## config.mk

```make
export PLATFORM = sky130hd
export DESIGN_NAME = v3alu_sqrt_step
export DESIGN_NICKNAME = d
export VERILOG_FILES = /design/src/rtl/v3alu_pkg.sv /design/src/rtl/v3alu_sqrt_step.sv
export SDC_FILE = /design/constraint.sdc
export NUM_CORES = 1
export LEC_CHECK = 0
export BUFFER_PORTS_ARGS = -buffer_cell sky130_fd_sc_hd__buf_4
export CAP_MARGIN = 20
export CORE_AREA = 2 2 277 279
export DETAILED_ROUTE_END_ITERATION = 7
export DIE_AREA = 0 0 279 281
export PLACE_DENSITY = 0.4
export SLEW_MARGIN = 30
export SYNTH_ARGS = -nofsm -noshare
export SYNTH_HDL_FRONTEND = slang
export SYNTH_SLANG_ARGS = --single-unit
```

## constraint.sdc

```tcl
create_clock -name clk_i -period 1.65 [get_ports clk_i]
set_clock_uncertainty 0.15 [all_clocks]
set_input_delay 0.2475 -clock clk_i [delete_from_list [all_inputs] [get_ports clk_i]]
set_output_delay 0.2475 -clock clk_i [all_outputs]
set_load 0.005 [all_outputs]
```

## src/rtl/v3alu_pkg.sv

```systemverilog
// ----------------------------------------------------------------------------
// v3alu_pkg
// Shared types and constants of the Q16.16 three-component vector ALU.
// ----------------------------------------------------------------------------
package v3alu_pkg;

  typedef enum logic [2:0] {
    ACT_ADD   = 3'd0,
    ACT_SUB   = 3'd1,
    ACT_DOT   = 3'd2,
    ACT_SCALE = 3'd3,
    ACT_CROSS = 3'd4,
    ACT_MAG   = 3'd5,
    ACT_UNIT  = 3'd6
  } action_e;

  localparam int unsigned FracBits  = 16;
  localparam int unsigned SqrtSteps = 32;  // one root bit per stage
  localparam int unsigned DivSteps  = 17;  // unit quotient lies in [0, 2^16]

  typedef logic signed [31:0] q16_t;

  localparam q16_t QMax = 32'sh7fff_ffff;
  localparam q16_t QMin = 32'sh8000_0000;

  typedef struct packed {
    logic [2:0] action;
    q16_t       ux;
    q16_t       uy;
    q16_t       uz;
    q16_t       vx;
    q16_t       vy;
    q16_t       vz;
    q16_t       scale_factor;
  } in_item_t;

  typedef struct packed {
    q16_t rx;
    q16_t ry;
    q16_t rz;
    q16_t scalar_out;
  } out_item_t;

  // Square root section: radicand shifts out two bits per stage.
  typedef struct packed {
    logic [2:0]      action;
    q16_t [2:0]      u;
    out_item_t       res;
    logic [63:0]     rad;
    logic [33:0]     rem;
    logic [31:0]     root;
  } sqrt_pipe_t;

  typedef struct packed {
    logic [33:0] rem;
    logic [16:0] quo;
    logic        neg;
  } div_lane_t;

  typedef struct packed {
    logic [2:0]       action;
    out_item_t        res;
    logic [31:0]      mag;
    div_lane_t [2:0]  lane;
  } div_pipe_t;

endpackage

```

## src/rtl/v3alu_sqrt_step.sv

```systemverilog
// ----------------------------------------------------------------------------
// v3alu_sqrt_step
// One restoring square-root stage: brings down two radicand bits, one root bit.
// ----------------------------------------------------------------------------
module v3alu_sqrt_step import v3alu_pkg::*; (
  input  logic       clk_i,
  input  logic       rst_ni,
  input  logic       en_i,
  input  logic       valid_i,
  input  sqrt_pipe_t pipe_i,
  output logic       valid_o,
  output sqrt_pipe_t pipe_o
);

  logic [35:0] cur;
  logic [35:0] trial;
  logic        take;
  sqrt_pipe_t  pipe_d;

  always_comb begin
    cur         = {pipe_i.rem, pipe_i.rad[63:62]};
    trial       = {2'b00, pipe_i.root, 2'b01};
    take        = (cur >= trial);
    pipe_d      = pipe_i;
    pipe_d.rad  = {pipe_i.rad[61:0], 2'b00};
    pipe_d.rem  = take ? 34'(cur - trial) : cur[33:0];
    pipe_d.root = {pipe_i.root[30:0], take};
  end

  always_ff @(posedge clk_i or negedge rst_ni) begin
    if (!rst_ni) begin
      valid_o <= 1'b0;
    end else if (en_i) begin
      valid_o <= valid_i;
    end
  end

  always_ff @(posedge clk_i) begin
    if (en_i) begin
      pipe_o <= pipe_d;
    end
  end

  // partial remainder never exceeds twice the partial root
  a_rem_bound: assert property (@(posedge clk_i) disable iff (!rst_ni)
    valid_o |-> (pipe_o.rem <= 34'({pipe_o.root, 1'b0})))
    else $error("sqrt remainder out of bound");

endmodule

```

==> flow_summary.ini <==
[outcome]
status = finished, violations left
violations = negative setup slack

[routing]
ant_nets = 0
routed_wl_um = 63000
dr.pass1.iters = 4
viasPerCell = 3.85
vias = 11600
routedWlPerCell_um = 20.9
drc = 0
drtIter0Drc = 588

[floorplanning]
fp.coreArea_sq_mm = 0.0754
pin_count = 719
die-area_sq_mm = 0.0784
start_util_pct = 17.5
num_rows = 101
die_h_um = 281
die-width_um = 279

[global_route]
overflow = 0
grt_max_degree = 30
met1_usage_pct = 16.9
grt_pass1_vias = 12100
use_met2_pct = 27.9
track_usage_pct = 15.2
top_usage_layer = met2
antenna_found_initial = 22
grt_pass1_wl_um = 86200
globalRouteMet3Util_pct = 4.51

[sta]
post-route-period-util_pct = 131
postLayoutSetupSlackWorst_ns = -0.508
slew_viol_final = 0
rsz0062_at_grt = true
min_period_ns = 2.16
hold_violations = 0
setup_violations = 37
fmax_ghz = 0.463

[finish]
nFillCells = 7423
final_nets = 2380
multi_input_area_sq_mm = 0.00284
mostFrequentLayoutCell = buf_4
layout-drive-gt1-share_pct = 51.3
fin_cells = 3010
layout_common_cells = buf_4, dlygate4sd3_1, edfxtp_1, nand2_1, clkbuf_16
regArea_sq_mm = 0.0107
fin_util_pct = 35.6
syn2layout_area_growth_pct = 104

[place]
hpwl_um = 49300
portBuffers = 716
place_congestion = 0.836
dp.cells = 2539

[yosys]
synthFlopType = edfxtp_1
syn_area_sq_mm = 0.0132
synth_compound_area_share_pct = 7.08
synth.avg_cell_area_sq_um = 17.9
synth_top_area_share_pct = 81.0
synthAdderAreaFrac_pct = 3.23
synthSimpleGateAreaFrac_pct = 4.26
synthXorXnorAreaFrac_pct = 1.80
synth.distinct_cells = 64
ys_ff_latch = 356
muxShareOfSynthArea_pct = 0.504
synth-edff-count = 355
netlist_instances = 736
yosysSeqAreaShare_pct = 81.1
yosysTopAreaCell = edfxtp_1
synth_top_family_by_area = compound AO/OA/AOI/OAI gates
synth_area_leaders = edfxtp_1, ha_1, nand2_1, o21ai_0, inv_1
synth.yosys.warnings = 0
async_flop_share_pct = 0.281

[clock_tree]
cts_max_level = 2
clock_path_buffers = 3
clock_latency_ns = 0.56
cts-buffers-inserted = 44
cts_tree = yes
cts_root_buffer = clkbuf_16
clock-sinks = 356
cts.clk_slew.worst_paths_ns = 0.06

[hold_path]
holdCritPathClass = input pin to flop

[power]
p_clk_share_pct = 38.7
seqPwrFrac_pct = 42.2
combPwrFrac_pct = 19.1
peakVddDrop_v = 0.000617
net-switching-power_w = 0.00639
leakagePower_nw = 11.2
power.share.switching_pct = 24.2
powerDensity_mw_per_mm2 = 984
internal-power_w = 0.0200

[setup_path]
crit_required_ns = 1.82
path_buf_inv = 1
crit_chain = buf_8 -> ha_4 -> a21o_1 -> or3_1 -> o21a_1 -> a311oi_2 -> o21ai_2 -> a31oi_4 -> mux2i_1 -> a31o_1
crit_type = input pin to flop
crit_path_end_kind = flop
cp_max_fo = 3
crit_arrival_ns = 2.33
max_stage_delay_ns = 0.32
crit_slowest_cell = a311oi_2
cp_top_family = compound AO/OA/AOI/OAI gates
start_kind = input pin

[flow_run]
drv_cap = 0
==> power by group through the flow <==
stage               Sequential, W  Combinational (W)  Clock (W)
floorplan                  0.0114           0.000992          0
global placement           0.0113            0.00408          0
detailed placement         0.0113            0.00410          0
CTS                        0.0111            0.00505     0.0106
global route               0.0112            0.00537     0.0110
finish                     0.0111            0.00503     0.0102
==> metal layers <==
| metal | vias to the layer above | part of all wire (%) |
|---|---|---|
| met3 | 99 | 7.1 |
| met1 | 5715 | 37 |
| met4 | 14 | 3.0 |
| met2 | 400 | 52 |
| li1 | 5346 | - |
| met5 | - | 0.14 |
==> synthesized netlist by cell type (all sizes together), types with 6 or more instances <==
| library cell | n |
|---|---|
| clkbuf | 7 |
| nand2 | 58 |
| a21oi | 28 |
| edfxtp | 355 |
| ha | 34 |
| o21ai | 46 |
| nand4 | 7 |
| nand3 | 6 |
| buf | 9 |
| inv | 42 |
| nor2 | 18 |
| xor2 | 13 |
| a21o | 20 |
| nor3 | 10 |
| xnor2 | 14 |
==> worst paths after layout <==
path | depth (start not counted) | from | slack, ns | endpoint
max | 10 | pipe_i[35] | -0.51 | pipe_o[58]
min | 4 | pipe_i[56] | 0.04 | pipe_o[58]
max reg2reg | 1 | valid_o | 0.76 | valid_o
min reg2reg | 1 | valid_o | 0.36 | valid_o
max in group asynchronous | 3 | rst_ni | 0.87 | valid_o
min in group asynchronous | 3 | rst_ni | 0.38 | valid_o
==> through the flow <==
stage | area, sq um | hold slack (ns) | TNS [ns] | setup slack, ns | power (W)
floorplan | 13600 | -0.198 | -23.53 | -0.830 | 0.0124
global placement | 21100 | -0.126 | -41.94 | -1.26 | 0.0154
detailed placement | 21100 | -0.126 | -41.66 | -1.25 | 0.0154
CTS | 26600 | 0.00444 | -14.52 | -0.480 | 0.0268
global route | 26800 | 0.0269 | -18.51 | -0.605 | 0.0275
finish | 26800 | 0.0389 | -15.01 | -0.508 | 0.0264
==> state kept, by name, indices dropped and copies added, names as in the netlist <==
name / flops
pipe_o: 355
valid_o: 1
==> area by class of cell <==
class,count,area share [%]
clock buffers,52,4.22
diodes,12,0.112
multi-input cells,323,10.6
clock inverters,29,1.40
well taps,978,4.56
repair buffers,1217,38.5
inverters,43,0.742
flip-flops and latches,356,39.8
==> repair_timing <==
action                                  CTS  global route
gates cloned                              1             2
pin swaps                                30            27
endpoints found under the hold margin   364             0
endpoints found under the setup margin   37            38
buffers inserted                         17             4
hold buffers                            358             0
gates resized for setup                  66            33
==> logic make-up after synthesis <==
| logic type | after synthesis |
|---|---|
| AOI/OAI and AO/OA | 133 |
| xor gates and xnor gates | 27 |
| adders and majority gates | 34 |
| buffers and inverters | 59 |
| DFF | 356 |
| muxes | 6 |
| other | 1 |
| and+or+nand+nor | 120 |
(Power assumes the default switching activity.)
