--- src/rtl/v3alu_pkg.sv ---
// ----------------------------------------------------------------------------
// v3alu_pkg
// Shared types and constants of the Q16.16 three-component vector ALU.
// ----------------------------------------------------------------------------
package v3alu_pkg;

  typedef enum logic [2:0] {
    ACT_ADD   = 3'd0,
    ACT_SUB   = 3'd1,
    ACT_DOT   = 3'd2,
    ACT_SCALE = 3'd3,
    ACT_CROSS = 3'd4,
    ACT_MAG   = 3'd5,
    ACT_UNIT  = 3'd6
  } action_e;

  localparam int unsigned FracBits  = 16;
  localparam int unsigned SqrtSteps = 32;  // one root bit per stage
  localparam int unsigned DivSteps  = 17;  // unit quotient lies in [0, 2^16]

  typedef logic signed [31:0] q16_t;

  localparam q16_t QMax = 32'sh7fff_ffff;
  localparam q16_t QMin = 32'sh8000_0000;

  typedef struct packed {
    logic [2:0] action;
    q16_t       ux;
    q16_t       uy;
    q16_t       uz;
    q16_t       vx;
    q16_t       vy;
    q16_t       vz;
    q16_t       scale_factor;
  } in_item_t;

  typedef struct packed {
    q16_t rx;
    q16_t ry;
    q16_t rz;
    q16_t scalar_out;
  } out_item_t;

  // Square root section: radicand shifts out two bits per stage.
  typedef struct packed {
    logic [2:0]      action;
    q16_t [2:0]      u;
    out_item_t       res;
    logic [63:0]     rad;
    logic [33:0]     rem;
    logic [31:0]     root;
  } sqrt_pipe_t;

  typedef struct packed {
    logic [33:0] rem;
    logic [16:0] quo;
    logic        neg;
  } div_lane_t;

  typedef struct packed {
    logic [2:0]       action;
    out_item_t        res;
    logic [31:0]      mag;
    div_lane_t [2:0]  lane;
  } div_pipe_t;

endpackage

--- src/rtl/v3alu_div_step.sv ---
// ----------------------------------------------------------------------------
// v3alu_div_step
// One restoring division stage for the three unit-vector lanes.
// ----------------------------------------------------------------------------
module v3alu_div_step import v3alu_pkg::*; (
  input  logic      clk_i,
  input  logic      rst_ni,
  input  logic      en_i,
  input  logic      valid_i,
  input  div_pipe_t pipe_i,
  output logic      valid_o,
  output div_pipe_t pipe_o
);

  logic [33:0] dvs;
  logic [33:0] diff [3];
  logic        take [3];
  div_pipe_t   pipe_d;

  always_comb begin
    dvs    = {2'b00, pipe_i.mag};
    pipe_d = pipe_i;
    for (int i = 0; i < 3; i++) begin
      take[i] = (pipe_i.lane[i].rem >= dvs);
      diff[i] = take[i] ? pipe_i.lane[i].rem - dvs : pipe_i.lane[i].rem;
      pipe_d.lane[i].rem = {diff[i][32:0], 1'b0};
      pipe_d.lane[i].quo = {pipe_i.lane[i].quo[15:0], take[i]};
    end
  end

  always_ff @(posedge clk_i or negedge rst_ni) begin
    if (!rst_ni) begin
      valid_o <= 1'b0;
    end else if (en_i) begin
      valid_o <= valid_i;
    end
  end

  always_ff @(posedge clk_i) begin
    if (en_i) begin
      pipe_o <= pipe_d;
    end
  end

  // shifted remainder stays below twice the divisor
  a_div_rem: assert property (@(posedge clk_i) disable iff (!rst_ni)
    (valid_o && pipe_o.action == ACT_UNIT && pipe_o.mag != '0) |->
      (pipe_o.lane[0].rem < {1'b0, pipe_o.mag, 1'b0} &&
       pipe_o.lane[1].rem < {1'b0, pipe_o.mag, 1'b0} &&
       pipe_o.lane[2].rem < {1'b0, pipe_o.mag, 1'b0}))
    else $error("divider remainder out of bound");

endmodule

--- config.mk ---
export PLATFORM = sky130hd
export DESIGN_NAME = v3alu_div_step
export DESIGN_NICKNAME = d
export VERILOG_FILES = /design/src/rtl/v3alu_pkg.sv /design/src/rtl/v3alu_div_step.sv
export SDC_FILE = /design/constraint.sdc
export NUM_CORES = 1
export LEC_CHECK = 0
export BUFFER_PORTS_ARGS = -buffer_cell sky130_fd_sc_hd__buf_2
export CAP_MARGIN = 30
export CORE_AREA = 2 2 252 254
export CTS_CLUSTER_DIAMETER = 50
export DETAILED_ROUTE_END_ITERATION = 10
export DIE_AREA = 0 0 254 256
export GPL_TIMING_DRIVEN = 1
export PLACE_DENSITY = 0.61
export SLEW_MARGIN = 20
export SYNTH_ARGS = -nofsm -noshare
export SYNTH_HDL_FRONTEND = slang
export SYNTH_SLANG_ARGS = --single-unit
--- constraint.sdc ---
create_clock -name clk_i -period 0.8 [get_ports clk_i]
set_input_delay 0.16 -clock clk_i [delete_from_list [all_inputs] [get_ports clk_i]]
set_output_delay 0.16 -clock clk_i [all_outputs]
set_load 0.1 [all_outputs]
==> results of run 1 <==
registers in the layout (all words and copies together), names as in the netlist:
signal	cells
pipe_o	316
valid_o	1
timing repair:
action                                 in CTS  in global routing
endpoints found under the hold margin     295                  2
resized for setup                         203                130
buffers inserted                           45                 25
cloned                                      8                  1
pin swaps                                  62                 48
setup endpoints to repair                 420                420
report_power, final:
group	total, mW	leakage [nW]	switching (mW)	internal (mW)
Sequential	22.4	3.10	1.74	20.6
Combinational	34.5	11.5	20.6	14.0
Clock	20.1	0.739	8.48	11.7
synthesized netlist by cell type (25+ instances only):
library cell,n
xnor2_1,49
nand2_1,73
nor3_1,26
nand3_1,34
edfxtp_1,316
a21o_1,61
inv_1,63
nor2_1,85
a21oi_1,123
xor2_1,25
ha_1,96
o21ai_0,63
clkbuf_1,32
cell families (layout without fill, tap and decap cells):
kind of cell | after synthesis | count (layout) | synth area share
fa+ha+maj | 99 | 99 | 0.0774
xor+xnor | 74 | 74 | 0.0398
buf+inv | 112 | 1586 | 0.0304
other cells | 1 | 21 | 0.000230
mux | 39 | 39 | 0.0317
flops | 317 | 317 | 0.584
compound gates | 379 | 379 | 0.151
simple gates | 293 | 293 | 0.0850
worst max path at each step:
stage / end / slack (ns) / cells after the start
after floorplan: pipe_o[24] / -2.15 / 14
after global placement: pipe_o[24] / -2.38 / 14
after detailed placement: pipe_o[95] / -2.47 / 13
after CTS: pipe_o[41] / -1.76 / 14
after global routing: pipe_o[29] / -1.82 / 15
final: pipe_o[29] / -1.79 / 15
metal layers:
metal | up-vias | GRT usage | share of wire
li1 | 7916 | - | -
met1 | 8537 | 0.295 | 0.37
met2 | 674 | 0.469 | 0.50
met3 | 161 | 0.0727 | 0.077
met4 | 20 | 0.133 | 0.051
met5 | - | 0 | 0.0016
layout make-up:
cell class	instances	share of cell area
clock buffer	50	0.0335
timing repair inverter	1	0.000459
antenna	18	0.00127
inverter	65	0.00889
clock inverter	37	0.00967
sequential	317	0.268
tap	846	0.0298
multi-input combinational	887	0.214
timing repair buffer	1433	0.434
through the flow:
step / worst slack [ns] / hold slack, ns / std cells / power (mW)
after global placement: -2.38 / -0.0647 / 3189 / 53.7
final: -1.79 / 0.0112 / 3654 / 77.0
after detailed placement: -2.47 / -0.0617 / 3189 / 53.9
after global routing: -1.82 / -0.00730 / 3640 / 79.4
after CTS: -1.76 / -0.0324 / 3621 / 76.8
after floorplan: -2.15 / -0.136 / 1316 / 39.5
==> flow_summary.json, run 1 <==
{
  "die_w_um": 254,
  "power_leakage_nw": 15.3,
  "fin_util": 0.568,
  "critPathTopFamily": "compound AO/OA/AOI/OAI gates",
  "crit_path_frequent_cell": "buf_12",
  "cts_buffer_depth": 3,
  "synth_area_per_cell_um2": 12.4,
  "final_antenna_net_count": 0,
  "multi_input_area_um2": 7590,
  "cpPeakStageDelay_ns": 0.33,
  "violations": "setup timing",
  "nFillCells": 5038,
  "ios": 643,
  "finalInstanceArea_um2": 35500,
  "synth.area.top_cells": "edfxtp_1 58%, ha_1 7.4%, a21oi_1 3.8%, a21o_1 2.8%, xnor2_1 2.6%",
  "dpl.hpwl_um": 70200,
  "clock_sinks": 317,
  "worstPathMaxFanout": 5,
  "crit_slowest_cell": "fa_2",
  "max_cap_viol_count": 0,
  "grt_pass1_wl_um": 125000,
  "netlist.area_leader.share": 0.582,
  "reg2regPathDepth": 1,
  "synth-seq-cells": 317,
  "viasPerCell": 4.74,
  "critPathKind": "primary input to flip-flop",
  "synth-edff-count": 316,
  "drc": 0,
  "fmax_mhz": 387,
  "cts_root_buffer": "clkbuf_16",
  "async_flop_share": 0.00315,
  "ys_types": 73,
  "finalSetupViolCount": 420,
  "placed_area_um2": 29000,
  "relSlewSlack": 0.636,
  "io_buffer_count": 636,
  "htreeDepth": 2,
  "synth_cells": 1314,
  "rows": 92,
  "ys_seq_area_frac": 0.584,
  "gp_congestion": 0.948,
  "r2r_slack_ns": -0.07,
  "fp.dieH_um": 256,
  "drt_iter0_markers": 984,
  "hp-start": "pipe_i[45]",
  "clock_skew_ns": 0,
  "synthDominantAreaCellType": "edfxtp_1",
  "hold_viol": 0,
  "routed_wl_um": 90000,
  "layout_commonest_cell": "buf_4",
  "whs_path_depth": 3,
  "arrival_ns": 2.93,
  "start_kind": "primary input",
  "die-area_um2": 65000,
  "grt_util_all_layers": 0.267,
  "rsz0062_at_grt": "yes",
  "post-route-min-period_ns": 2.59,
  "hold_buffers": 293,
  "cts_inserted_buffers": 47,
  "worstMarginPinSlew_ns": 0.541,
  "first_global_vias": 18100,
  "antenna_found_initial": 32,
  "hold_end": "pipe_o[46]",
  "final_cell_mix": "431 x buf_4, 346 x buf_12, 316 x edfxtp_1, 308 x buf_2, 293 x dlygate4sd3_1",
  "finalWorstSetupSlack_ns": -1.79,
  "r2r_end": "valid_o",
  "initial_utilization": 0.261,
  "critical_path.endpoint_type": "flip-flop",
  "tritoncts": "done",
  "power_density_nw_per_um2": 2170,
  "irDropWorstVdd_uv": 1910,
  "area.sequential_um2": 9520,
  "crit_required_ns": 1.15,
  "r2r_start": "valid_o",
  "path_cells": "buf_12 -> inv_12 -> ha_4 -> inv_2 -> fa_2 -> a21o_1 -> a221oi_4 -> nor3_2 -> o31a_1 -> o2111ai_2 -> a31oi_4 -> or2_4 -> buf_12 -> clkbuf_16 -> mux2_4",
  "status": "finished with violations",
  "drv_slew": 0,
  "syn_area_um2": 16300,
  "ys.flop_type": "edfxtp_1",
  "dr.pass1.iters": 5,
  "grt_start_max_net_pins": 25,
  "wl_per_cell_um": 24.6,
  "clock_latency_ns": 0.60,
  "startpoint": "pipe_i[18]",
  "clk_pin_slew_ns": 0.06,
  "finalNetCount": 3174,
  "drive_gt1_frac": 0.528,
  "critPathBufInv": 5,
  "worst_hold_path_type": "primary input to flip-flop",
  "period_share": 3.23,
  "ys_warn_count": 0,
  "syn_to_final_growth_pct": 118,
  "core_area_um2": 62400,
  "grt-ovfl-total": 0,
  "vias": 17300,
  "setup_tns_ns": -347.15
}
No activity file was read; power rests on OpenSTA's default activity.
==> inputs of run 2 (changes only) <==
--- a/config.mk
+++ b/config.mk
@@ -12,6 +12,7 @@
 export DETAILED_ROUTE_END_ITERATION = 10
 export DIE_AREA = 0 0 254 256
 export GPL_TIMING_DRIVEN = 1
+export MAX_ROUTING_LAYER = met4
 export PLACE_DENSITY = 0.61
 export SLEW_MARGIN = 20
 export SYNTH_ARGS = -nofsm -noshare
==> run 2 against run 1 <==
The run ends with hold timing, setup timing left. Via count increased by 0.59%. Worst hold slack lost 0.018 ns. Sequential share of layout area about the same. Clock skew did not move. Register-to-register slack is essentially flat. Utilization is 0.090 points higher.
==> flow_summary.json, run 2 (synthesis gave the netlist of run 1 again) <==
{
  "status": "finished with violations",
  "violations": "hold timing, setup timing",
  "layout_commonest_cell": "buf_4",
  "power_density_nw_per_um2": 2240,
  "drive_gt1_frac": 0.528,
  "grt_pass1_wl_um": 128000,
  "start_kind": "primary input",
  "rsz0062_at_grt": "yes",
  "clock_sinks": 317,
  "fin_util": 0.569,
  "die_w_um": 254,
  "clock_latency_ns": 0.59,
  "first_global_vias": 18300,
  "path_cells": "buf_12 -> inv_12 -> ha_4 -> inv_2 -> fa_2 -> a21o_1 -> a221oi_4 -> nor3_2 -> o31a_1 -> o2111ai_4 -> a31oi_4 -> or2_4 -> buf_12 -> mux2_4",
  "r2r_start": "valid_o",
  "grt_util_all_layers": 0.281,
  "hold_buffers": 295,
  "hp-start": "pipe_i[46]",
  "worstPathMaxFanout": 12,
  "post-route-min-period_ns": 2.56,
  "fmax_mhz": 391,
  "power_mw": 79.4,
  "die-area_um2": 65000,
  "cts_buffer_depth": 3,
  "final_cell_mix": "425 x buf_4, 340 x buf_12, 316 x edfxtp_1, 309 x buf_2, 294 x dlygate4sd3_1",
  "startpoint": "pipe_i[18]",
  "critical_path.endpoint_type": "flip-flop",
  "clk_pin_slew_ns": 0.05,
  "gp_congestion": 0.958,
  "critPathTopFamily": "compound AO/OA/AOI/OAI gates",
  "finalNetCount": 3170,
  "drc": 0,
  "max_cap_viol_count": 0,
  "core_area_um2": 62400,
  "tritoncts": "done",
  "worstMarginPinSlew_ns": 0.582,
  "dpl.hpwl_um": 70200,
  "critPathBufInv": 4,
  "drv_slew": 0,
  "initial_utilization": 0.261,
  "placed_area_um2": 28900,
  "largestRegisters": "pipe_o (316), valid_o (1)",
  "hold_viol": 2,
  "cts_inserted_buffers": 52,
  "crit_slowest_cell": "fa_2",
  "dr.pass1.iters": 5,
  "routed_wl_um": 90600,
  "post-place-ws_ns": -2.42,
  "finalWorstSetupSlack_ns": -1.76,
  "finalInstanceArea_um2": 35500,
  "worst_hold_path_type": "primary input to flip-flop",
  "period_share": 3.20,
  "cpPeakStageDelay_ns": 0.34,
  "critPathKind": "primary input to flip-flop",
  "wl_per_cell_um": 24.8,
  "drt_iter0_markers": 1137,
  "vias": 17400,
  "syn_to_final_growth_pct": 118,
  "arrival_ns": 2.88,
  "grt-ovfl-total": 0,
  "ios": 643,
  "crit_required_ns": 1.12,
  "largest_reg_flops": 316,
  "hold_ws_ns": -0.00630,
  "relSlewSlack": 0.609,
  "irDropWorstVdd_uv": 1560,
  "fp.dieH_um": 256,
  "io_buffer_count": 636,
  "grt_start_max_net_pins": 29,
  "antenna_found_initial": 30,
  "htreeDepth": 2,
  "finalSetupViolCount": 420,
  "top_register": "pipe_o",
  "power_leakage_nw": 15.3,
  "cts_root_buffer": "clkbuf_16",
  "final_antenna_net_count": 0,
  "clock_skew_ns": 0,
  "viasPerCell": 4.76,
  "rows": 92,
  "crit_path_frequent_cell": "buf_12"
}
run 2: cell types whose count changed in the layout (fill, tap and decap cells not counted), sizes merged:
| cell | before | now |
|---|---|---|
| buf | 1139 | 1130 |
| bufinv | 2 | 4 |
| clkbuf | 51 | 58 |
| clkinv | 27 | 15 |
| clkinvlp | 8 | 12 |
| diode | 18 | 26 |
| dlygate4sd3 | 293 | 294 |
| inv | 66 | 71 |
run 2: worst paths after layout:
path,end,slack (ns),depth (start not counted)
setup reg to reg,valid_o,-0.08,1
hold / removal,pipe_o[47],-0.006,3
setup / recovery,pipe_o[29],-1.76,14
max in group asynchronous,valid_o,0.22,3
hold reg to reg,valid_o,0.61,1
min in group asynchronous,valid_o,0.44,3
run 2: what timing repair did:
action	4_1_cts	5_1_grt
endpoints found under the setup margin	420	422
pin swaps	75	40
endpoints found under the hold margin	302	4
setup buffers	36	26
gates cloned	9	0
resized for setup	213	118
run 2: per-layer routing:
metal	wire length, um	global-route usage
met1	33400	0.305
met2	45200	0.473
met4	5310	0.147
met3	6710	0.0702
met5	0	-
run 2: power by group:
part / internal (mW) / switching (mW) / leakage (nW) / total [mW]
clock network: 13.5 / 8.93 / 0.818 / 22.4
registers: 20.6 / 1.73 / 3.10 / 22.3
logic: 14.0 / 20.7 / 11.4 / 34.7
run 2: worst min-delay path, cell delays in order:
cell	delay [ns]
buf_2	0.09
buf_4	0.09
mux2_4	0.12
run 2: per-stage QoR:
step | hold slack, ns | TNS (ns) | std cells
floorplan | -0.136 | -268.59 | 1316
global placement | -0.0638 | -280.95 | 3188
detailed placement | -0.0617 | -287.33 | 3188
CTS | -0.0468 | -350.18 | 3619
global route | -0.0155 | -363.81 | 3655
finish | -0.00630 | -345.44 | 3660
run 2: area by class of cell:
type / count / area (um^2)
diodes: 26 / 65.1
clock buffers: 58 / 1320
clock inverters: 36 / 394
fillers: 5052 / 26900
inverters: 65 / 313
multi-input cells: 887 / 7590
flip-flops and latches: 317 / 9520
well taps: 846 / 1060
repair buffers: 1424 / 15200
repair inverters: 1 / 16.3
